--- src/rtl/core/kotrr_pkg.sv ---
// Shared types and codes for the keyed object table with ring reuse.
package kotrr_pkg;

  localparam int KOTRR_POOL_SLOTS = 16;

  localparam logic [1:0] CMD_ADD = 2'd0;
  localparam logic [1:0] CMD_GET = 2'd1;
  localparam logic [1:0] CMD_DEL = 2'd2;

  localparam logic [1:0] ST_OK      = 2'd0;
  localparam logic [1:0] ST_DUP     = 2'd1;
  localparam logic [1:0] ST_MISSING = 2'd2;

  typedef struct packed {
    logic [1:0]  command;
    logic [31:0] key;
    logic [31:0] value_in;
  } kotrr_req_t;

  typedef struct packed {
    logic [1:0]  status;
    logic [31:0] value_out;
  } kotrr_rsp_t;

  typedef struct packed {
    logic        valid;
    logic [31:0] key;
    logic [31:0] value;
  } kotrr_slot_t;

  typedef struct packed {
    logic clear;
    logic load;
    logic scan;
    logic resolve;
  } kotrr_cmd_t;

  typedef struct packed {
    logic idx_last;
    logic out_busy;
  } kotrr_sts_t;

endpackage

--- src/rtl/core/keyed_object_table_ring_reuse.sv ---
// A request is taken in idle, then scanned, the read pipe drained and the result resolved.
// Requests are taken one at a time: a new one is accepted only after the last has resolved; the scan reads one slot per
//   cycle through the single read port of the slot memory.
// Reset (rst_n, synchronous, active low): a clearing pass writes every slot invalid
//   with in_stall high; ring pointer and output valid clear at once.
module keyed_object_table_ring_reuse
  import kotrr_pkg::*;
#(
  parameter int POOL_SLOTS = KOTRR_POOL_SLOTS
) (
  input  logic       clk,
  input  logic       rst_n,
  input  logic       in_valid,
  output logic       in_stall,
  input  kotrr_req_t in_data,
  output logic       out_valid,
  input  logic       out_stall,
  output kotrr_rsp_t out_data
);

  // Controller and datapath talk only through these two groups.
  kotrr_cmd_t cmd;
  kotrr_sts_t sts;

  // State machine: clear, idle, scan, drain the read pipe, resolve.
  kotrr_ctrl u_ctrl (
    .clk      (clk),
    .rst_n    (rst_n),
    .in_valid (in_valid),
    .in_stall (in_stall),
    .sts      (sts),
    .cmd      (cmd)
  );

  // Slot memory plus compare, ring pointer and the response register.
  // The response register lets the scan of the next request overlap a
  // response that is still waiting on out_stall.
  kotrr_dpath #(
    .POOL_SLOTS (POOL_SLOTS)
  ) u_dpath (
    .clk       (clk),
    .rst_n     (rst_n),
    .cmd       (cmd),
    .sts       (sts),
    .in_data   (in_data),
    .out_valid (out_valid),
    .out_stall (out_stall),
    .out_data  (out_data)
  );

endmodule

--- src/rtl/core/kotrr_dpath.sv ---
// Datapath: slot memory, scan counter, match compare, ring pointer, result register.
module kotrr_dpath
  import kotrr_pkg::*;
#(
  parameter int POOL_SLOTS = KOTRR_POOL_SLOTS
) (
  input  logic       clk,
  input  logic       rst_n,
  input  kotrr_cmd_t cmd,
  output kotrr_sts_t sts,
  input  kotrr_req_t in_data,
  output logic       out_valid,
  input  logic       out_stall,
  output kotrr_rsp_t out_data
);

  localparam int IDXW = $clog2(POOL_SLOTS);
  localparam logic [IDXW-1:0] LAST = IDXW'(POOL_SLOTS - 1);

  kotrr_slot_t mem [POOL_SLOTS];

  kotrr_req_t        req_r;
  logic [IDXW-1:0]   idx_r, idx_nxt;
  kotrr_slot_t       rd_data_r;
  logic [IDXW-1:0]   cmp_idx_r;
  logic              cmp_vld_r;
  logic              hit_r;
  logic [IDXW-1:0]   hit_idx_r;
  logic [31:0]       hit_val_r;
  logic [IDXW-1:0]   ptr_r, ptr_nxt, ptr_inc;
  logic              out_valid_r, out_valid_nxt;
  kotrr_rsp_t        out_data_r;
  kotrr_rsp_t        rsp;

  logic              we;
  logic [IDXW-1:0]   wa;
  kotrr_slot_t       wd;

  assign ptr_inc = (ptr_r == LAST) ? '0 : ptr_r + 1'b1;

  always_comb begin
    if (cmd.load) begin
      idx_nxt = '0;
    end else if (cmd.clear || cmd.scan) begin
      idx_nxt = (idx_r == LAST) ? '0 : idx_r + 1'b1;
    end else begin
      idx_nxt = idx_r;
    end
  end

  // Clear-pass write; on resolve, the result and the single table write.
  always_comb begin
    we      = 1'b0;
    wa      = idx_r;
    wd      = '0;
    ptr_nxt = ptr_r;
    rsp     = '{status: ST_MISSING, value_out: 32'd0};
    if (cmd.clear) begin
      we = 1'b1;
    end else if (cmd.resolve) begin
      case (req_r.command)
        CMD_ADD: begin
          if (hit_r) begin
            rsp.status = ST_DUP;
          end else begin
            rsp.status = ST_OK;
            ptr_nxt    = ptr_inc;
            we         = 1'b1;
            wa         = ptr_inc;
            wd         = '{valid: 1'b1, key: req_r.key, value: req_r.value_in};
          end
        end
        CMD_GET: begin
          if (hit_r) begin
            rsp.status    = ST_OK;
            rsp.value_out = hit_val_r;
          end
        end
        CMD_DEL: begin
          if (hit_r) begin
            rsp.status = ST_OK;
            we         = 1'b1;
            wa         = hit_idx_r;
            wd         = '{valid: 1'b0, key: req_r.key, value: hit_val_r};
          end
        end
        default: begin
        end
      endcase
    end
  end

  always_comb begin
    out_valid_nxt = out_valid_r;
    if (cmd.resolve) begin
      out_valid_nxt = 1'b1;
    end else if (out_valid_r && !out_stall) begin
      out_valid_nxt = 1'b0;
    end
  end

  always_ff @(posedge clk) begin
    if (we) begin
      mem[wa] <= wd;
    end
    rd_data_r <= mem[idx_r];
  end

  always_ff @(posedge clk) begin
    if (!rst_n) begin
      idx_r       <= '0;
      ptr_r       <= '0;
      cmp_vld_r   <= 1'b0;
      hit_r       <= 1'b0;
      out_valid_r <= 1'b0;
    end else begin
      idx_r       <= idx_nxt;
      ptr_r       <= ptr_nxt;
      cmp_vld_r   <= cmd.scan;
      out_valid_r <= out_valid_nxt;
      if (cmd.load) begin
        hit_r <= 1'b0;
      end else if (cmp_vld_r && rd_data_r.valid && (rd_data_r.key == req_r.key)) begin
        hit_r <= 1'b1;
      end
    end
  end

  always_ff @(posedge clk) begin
    if (cmd.load) begin
      req_r <= in_data;
    end
    cmp_idx_r <= idx_r;
    if (cmp_vld_r && rd_data_r.valid && (rd_data_r.key == req_r.key)) begin
      hit_idx_r <= cmp_idx_r;
      hit_val_r <= rd_data_r.value;
    end
    if (cmd.resolve) begin
      out_data_r <= rsp;
    end
  end

  assign sts.idx_last = (idx_r == LAST);
  assign sts.out_busy = out_valid_r && out_stall;
  assign out_valid    = out_valid_r;
  assign out_data     = out_data_r;

endmodule

--- src/rtl/core/kotrr_ctrl.sv ---
// Controller: sequences clear pass, request load, slot scan and resolve.
module kotrr_ctrl
  import kotrr_pkg::*;
(
  input  logic       clk,
  input  logic       rst_n,
  input  logic       in_valid,
  output logic       in_stall,
  input  kotrr_sts_t sts,
  output kotrr_cmd_t cmd
);

  typedef enum logic [4:0] {
    S_CLEAR   = 5'b00001,
    S_IDLE    = 5'b00010,
    S_SCAN    = 5'b00100,
    S_DRAIN   = 5'b01000,
    S_RESOLVE = 5'b10000
  } state_t;

  state_t state_r, state_nxt;

  always_comb begin
    state_nxt   = state_r;
    cmd         = '0;
    in_stall    = 1'b1;
    unique case (state_r)
      S_CLEAR: begin
        cmd.clear = 1'b1;
        if (sts.idx_last) state_nxt = S_IDLE;
      end
      S_IDLE: begin
        in_stall = 1'b0;
        if (in_valid) begin
          cmd.load  = 1'b1;
          state_nxt = S_SCAN;
        end
      end
      S_SCAN: begin
        cmd.scan = 1'b1;
        if (sts.idx_last) state_nxt = S_DRAIN;
      end
      S_DRAIN: begin
        state_nxt = S_RESOLVE;
      end
      S_RESOLVE: begin
        if (!sts.out_busy) begin
          cmd.resolve = 1'b1;
          state_nxt   = S_IDLE;
        end
      end
      default: begin
        state_nxt = S_CLEAR;
      end
    endcase
  end

  always_ff @(posedge clk) begin
    if (!rst_n) begin
      state_r <= S_CLEAR;
    end else begin
      state_r <= state_nxt;
    end
  end

endmodule

--- config.mk ---
export PLATFORM = sky130hd
export DESIGN_NAME = keyed_object_table_ring_reuse
export DESIGN_NICKNAME = d
export VERILOG_FILES = /design/src/rtl/core/kotrr_pkg.sv /design/src/rtl/core/keyed_object_table_ring_reuse.sv /design/src/rtl/core/kotrr_dpath.sv /design/src/rtl/core/kotrr_ctrl.sv
export SDC_FILE = /design/constraint.sdc
export NUM_CORES = 1
export LEC_CHECK = 0
export BUFFER_PORTS_ARGS = -buffer_cell sky130_fd_sc_hd__buf_2
export CELL_PAD_IN_SITES_DETAIL_PLACEMENT = 2
export CELL_PAD_IN_SITES_GLOBAL_PLACEMENT = 2
export CORE_MARGIN = 2
export CORE_UTILIZATION = 25
export CTS_CLUSTER_DIAMETER = 100
export CTS_CLUSTER_SIZE = 8
export DETAILED_ROUTE_END_ITERATION = 12
export PLACE_DENSITY_LB_ADDON = 0.3
export SLEW_MARGIN = 10
export SYNTH_ARGS = -nofsm -noshare
export SYNTH_HDL_FRONTEND = slang
export SYNTH_SLANG_ARGS = --single-unit
--- constraint.sdc ---
create_clock -name clk -period 6.5 [get_ports clk]
set_input_delay 0.325 -clock clk [delete_from_list [all_inputs] [get_ports clk]]
set_output_delay 0.325 -clock clk [all_outputs]
set_load 0.1 [all_outputs]
Yosys cells after proc, flatten, opt, wreduce, memory -nomap -nowiden
Memory sizes are Yosys's and may differ from the RTL's. A register that Yosys moved wholly into a read port is not among the register bits.
Cells that the tools add are included.
{"block": "totals", "ff_bits": 156, "ram_bits": 1040, "output_inout_bits": 36, "mem_count": 1}
{"name": "u_dpath.mem", "words": 16, "word_bits": 65, "read_ports": 1, "rd_ports_with_merged_regs": 1, "write_ports": 1, "line": "kotrr_dpath.sv:20", "text": "kotrr_slot_t mem [POOL_SLOTS];"}
{"block": "classes", "add_sub_neg": 2, "n_eq_ne": 14, "n_mux": 37, "bitwise_logic": 4, "reduce_logical": 12}
{"operator": "$mux 65", "n": 3}
{"operator": "$pmux 65 s2", "n": 1}
{"operator": "$mux 64", "n": 1}
{"operator": "$mux 34", "n": 1}
{"operator": "$eq 32x32->1", "n": 1}
{"operator": "$pmux 5 s5", "n": 1}
{"operator": "$mux 4", "n": 6}
{"operator": "$mux 5", "n": 4}
{"operator": "$mux 1", "n": 16}
{"operator": "$add 4x1->4 const B", "n": 2}
{"operator": "$eq 4x4->1 const B", "n": 2}
{"operator": "$ne 2x2->1 const B", "n": 4}
{"operator": "$pmux 4 s2", "n": 1}
{"operator": "$reduce_and 4->1", "n": 2}
{"operator": "$pmux 2 s3", "n": 1}
{"operator": "$eq 5x1->1 const B", "n": 1}
{"operator": "$eq 5x2->1 const B", "n": 1}
{"operator": "$eq 5x3->1 const B", "n": 1}
{"operator": "$eq 5x4->1 const B", "n": 1}
{"operator": "$eq 5x5->1 const B", "n": 1}
{"operator": "$logic_and 1x1->1", "n": 4}
{"operator": "$not 1->1", "n": 4}
{"operator": "$reduce_or 3->1", "n": 1}
{"operator": "$eq 2x1->1 const B", "n": 1}
{"operator": "other kinds (8)", "n": 8}

Longest topological paths before layout
{"block": "depth", "word_depth": 7, "depth_mapped": 7}

Modules after synthesis
A second synthesis with hierarchy kept.
{"block": "unflattened", "cells_unflattened": 1995, "area_unflattened_um2": 47235.3}
{"mod": "kotrr_dpath", "instances": 1, "cells_per_inst": 1952, "area_per_inst_um2": 46853.7, "seq_area_each_um2": 36915.4}
{"mod": "kotrr_ctrl", "instances": 1, "cells_per_inst": 43, "area_per_inst_um2": 381.6, "seq_area_each_um2": 100.1}

Worst setup path before layout
OpenSTA, ideal clock, no wires.
{"block": "synth_path", "kind": "register to register", "from": "register u_dpath.out_valid_r (netlist: u_dpath.out_valid)", "to": "memory u_dpath.mem[2][0] (netlist bit) (enable)", "setup_ns": 0.488, "t_arrival_ns": 4.758, "t_required_ns": 6.012, "slack_ns": 1.254, "stages_incl_launch_ff": 7, "period_less_slack_ns": 5.246, "cell_sequence": "dfxtp_1 nand2_1 nand3_1 clkbuf_1 nor2_1 nand3b_1 nor2_1"}
{"block": "synth_between", "elab_chain_cells": 7}
{"item": "start: declaration", "line": "kotrr_dpath.sv:31", "text": "logic out_valid_r, out_valid_nxt;"}
{"item": "start signal: assignment", "line": "kotrr_dpath.sv:120", "text": "out_valid_r <= out_valid_nxt;"}
{"item": "$logic_and 1x1->1 *", "line": "kotrr_dpath.sv:144", "text": "assign sts.out_busy = out_valid_r && out_stall;"}
{"item": "$mux 1 *", "line": "kotrr_ctrl.sv:47", "text": "if (!sts.out_busy) begin"}
{"item": "$mux 1 *", "line": "kotrr_ctrl.sv:27", "text": "unique case (state_r)"}
{"item": "$mux 1", "line": "kotrr_dpath.sv:60", "text": "end else if (cmd.resolve) begin"}
{"item": "$mux 1", "line": "kotrr_dpath.sv:58", "text": "if (cmd.clear) begin"}
{"item": "$mux 1", "line": "kotrr_dpath.sv:103", "text": "if (we) begin"}
{"item": "$mux 1 (implied by the code)", "line": "kotrr_dpath.sv:104", "text": "mem[wa] <= wd;"}
{"item": "end: declaration", "line": "kotrr_dpath.sv:20"}
Mark *: on every way between the ends. The rest lies on a longest branch, timed or not.

Worst setup path after layout
{"block": "layout_path", "from": "register u_ctrl.state_r[4]", "to": "memory u_dpath.mem[4][47] (netlist bit) (enable)"}
{"block": "layout_between", "elab_chain_cells": 6}
{"item": "start: declaration", "line": "kotrr_ctrl.sv:21", "text": "state_t state_r, state_nxt;"}
{"item": "start signal: assignment", "line": "kotrr_ctrl.sv:62", "text": "state_r <= state_nxt;"}
{"item": "$eq 5x5->1", "line": "kotrr_ctrl.sv:27"}
{"item": "$mux 1", "line": "kotrr_ctrl.sv:27"}
{"item": "$mux 1", "line": "kotrr_dpath.sv:60"}
{"item": "$mux 1", "line": "kotrr_dpath.sv:58"}
{"item": "$mux 1", "line": "kotrr_dpath.sv:103"}
{"item": "$mux 1 (implied by the code)", "line": "kotrr_dpath.sv:104"}
Several ways; a longest one is shown, not always the timed one.

==> metrics.csv <==
metric,value,unit
outcome,"finished, final reports clean",
"commonest non-fill, non-tap cell in the layout",edfxtp_1,
Max Buffers Root-to-Sink,3,
placed inst area,50760,µm²
r2r worst-path depth,5,
first-pass GRT wire length,179.8,mm
worst setup slack after layout,2.230,ns
"Hold Violations, Final",0,
Main synth FF type,edfxtp_1,
Worst Hold Launch,in_data[19],
crit path kind,flip-flop to flip-flop,
fin util,0.3049,
final wirelength,123.9,mm
Critical Path RT,6.89,ns
IO Port Bufs,105,
Mapped Area,46750,µm²
RSZ-0062 raised after global routing,no,
cell family with most CP delay,simple AND/OR/NAND/NOR gates,
initial DRC count,1703,
postcts setup bufs,0,
CTS HTree Levels,4,
Starting Density,0.2518,
"antenna viol nets, final",0,
asr flop ratio synth,0,
crit-path cells,or4b_4 -> nor3b_4 -> o221ai_1 -> nor2_4 -> buf_4,
Reg power frac,0.493,
"commonest non-fill, non-tap cells in the layout","edfxtp_1, mux4_2, clkbuf_16",
fin crit share,0.6569,
slowest CP cell,buf_4,
Tot GR Track Use,0.1301,
largest net degree at the start of global routing,136,
Setup WS pre-CTS,2.245,ns
Final Slew Violations,0,
CP max FO,58,
Final Instance Area,56600,µm²
"area leader, netlist",edfxtp_1,
Reg-to-Reg Start,u_ctrl.state_r[4]$_SDFFE_PN0P_,
Post-Synthesis Cells,2000,
Slew headroom,0.1803,
peak supply drop,0.2721,mV
area delta synth->final,21.07,%
Ports,106,
Crit path arrival time,4.66,ns
register area share after synthesis,0.7918,
final setup vio count,0,
Pleak,16.67,nW
number of antenna violations at the first check in global routing,3,
Setup crit end kind,flip-flop,
Yosys warning count,0,
Net Switching,4.021,mW
Pint,14.53,mW
Num Clock Sinks,1261,
synthesized flop and latch total,1261,
crit-path max cell delay,0.93,ns
Worst Hold Class,input pin to flip-flop,
max-cap viol count,0,
setup TNS,0,ns
core footprint,185600,µm²
"EDFF count, synth",1176,
TritonRoute pass-1 iters,5,
Syn Nets,2072,
Sw Share,0.2167,
TritonCTS Buffers,175,
Synth area leaders,"edfxtp_1, mux4_2, dfxtp_1",
share of cells above drive strength 1,0.2899,
die height,436.4,µm
CTS tree,yes,
R2R Path End,u_dpath.mem[4][47]$_DFFE_PP_,
CTS clock-pin slew for the worst setup and hold paths,0.05,ns
Via density,4.379,
Tmin final,4.270,ns
pwr dens,327.8,nW/µm²
DP HPWL,67.73,mm
combinational share of power,0.045,
Rows,158,
GR Overflow Total,0,
Avg Inst Size Synth,23.37,µm²
Worst-Skew Late Latency,0.79,ns
Nets,2370,
drt wl/cell,25.18,µm
DR DRC count,0,
Worst Clk Skew,0.03098,ns
DR vias,21550,
die area,190500,µm²
Worst R2R Setup Slack,2.23,ns
Hold Path Cell Cnt,2,
vias in the first global route,24500,
crit start category,flip-flop,
FMAX,234.2,MHz
CP bufs+invs,1,
gp weighted congestion,0.7153,
post-synth cell types,49,
share of the synthesized area in the top cell type,0.7554,
Worst Tran Pin Value,1.227,ns
CTS root buf,clkbuf_16,
clock power share,0.462,
Die X-Extent,436.4,µm
hold endpoint,u_dpath.req_r[19]$_DFFE_PP_,
==> logic make-up after synthesis <==
family | share of synthesized area
buf+inv | 0.009849
fa+ha+maj | 0.0005352
flops | 0.7918
compound gates | 0.01121
simple gates | 0.02224
xor+xnor | 0.007119
mux | 0.1572
==> state kept, by name, summed over array words and instances, names as in the netlist <==
register / cells
u_dpath.cmp_vld_r: 1
u_dpath.hit_r: 1
u_dpath.hit_val_r: 32
u_dpath.req_r: 66
u_dpath.cmp_idx_r: 4
u_dpath.hit_idx_r: 4
u_dpath.rd_data_r: 65
u_dpath.out_data: 34
u_dpath.idx_r: 4
u_dpath.mem: 1040
u_dpath.ptr_r: 4
u_dpath.out_valid: 1
u_ctrl.state_r: 5
==> synthesized netlist by cell type (2+ instances only) <==
cell and n:
a211o_1 3, a21boi_0 6, a21oi_1 6, a22oi_1 36
and2_1 68, and3_1 2, and4b_1 3, buf_1 8
buf_2 29, buf_4 3, clkbuf_1 61, dfxtp_1 85
edfxtp_1 1176, ha_1 2, inv_1 6, mux2i_1 2
mux4_2 325, nand2_1 17, nand3_1 7, nand4_1 5
nor2_1 63, nor3_2 2, nor4_1 10, o211ai_1 2
o21ai_0 9, o22ai_1 2, o31ai_1 2, or3_1 3
xnor2_1 7, xor2_1 31
==> area by class of cell <==
type                    instances  area (µm²)
fillers                     18310      129000
flip-flops and latches       1261       37030
multi-input cells             631        9428
clock buffers                 303        4881
well taps                    2480        3103
repair buffers                223        1867
clock inverters                15       260.3
inverters                       6       25.02
diodes                          1       2.502
==> routing by layer <==
metal / track usage / wire length [µm] / vias up
li1: - / - / 9051
met1: 0.1692 / 53820 / 11840
met2: 0.2186 / 61940 / 456
met3: 0.02290 / 4592 / 197
met4: 0.04504 / 3504 / 0
met5: 0 / 0 / -
==> metrics by stage <==
stage                     power, mW  std cells  hold slack, ns
final                         18.55       4920          0.2542
after floorplan               9.818       2000          0.3290
after CTS                     18.86       4919          0.1852
after global placement        10.12       4530          0.3857
after detailed placement      10.14       4532          0.3906
after global routing          19.21       4919          0.2149
==> worst reg2reg max path: cells and delay by family, from the launching register on <==
kind            cells  cell delay [ns]
compound gates      1             0.57
buf+inv             1             0.94
flops               1             0.59
simple gates        3             1.69
==> worst max path at each step <==
stage | startpoint | endpoint | slack, ns | cells after the start
after floorplan | u_dpath.out_valid$_SDFFE_PN0P_ | u_dpath.mem[2][0]$_DFFE_PP_ | 1.25 | 6
after global placement | u_dpath.req_r[64]$_DFFE_PP_ | u_dpath.mem[4][47]$_DFFE_PP_ | 1.60 | 5
after detailed placement | u_ctrl.state_r[4]$_SDFFE_PN0P_ | u_dpath.mem[4][38]$_DFFE_PP_ | 2.24 | 5
after CTS | u_ctrl.state_r[4]$_SDFFE_PN0P_ | u_dpath.mem[4][46]$_DFFE_PP_ | 2.21 | 5
after global routing | u_ctrl.state_r[4]$_SDFFE_PN0P_ | u_dpath.mem[4][48]$_DFFE_PP_ | 2.04 | 5
final | u_ctrl.state_r[4]$_SDFFE_PN0P_ | u_dpath.mem[4][47]$_DFFE_PP_ | 2.23 | 5
==> power groups by stage <==
stage	Clock, mW	Combinational (mW)	Sequential, mW
after CTS	8.84	0.874	9.15
after floorplan	0	0.573	9.25
final	8.56	0.842	9.15
after global placement	0	0.827	9.29
after detailed placement	0	0.834	9.31
after global routing	9.14	0.911	9.16
==> repair_timing <==
item / 4_1_cts / 5_1_grt
hold buffers: 69 / 0
endpoints found under the setup margin: 0 / 0
gates resized for setup: 0 / 0
endpoints found under the hold margin: 83 / 0
No activity file was read; power rests on OpenSTA's default activity.
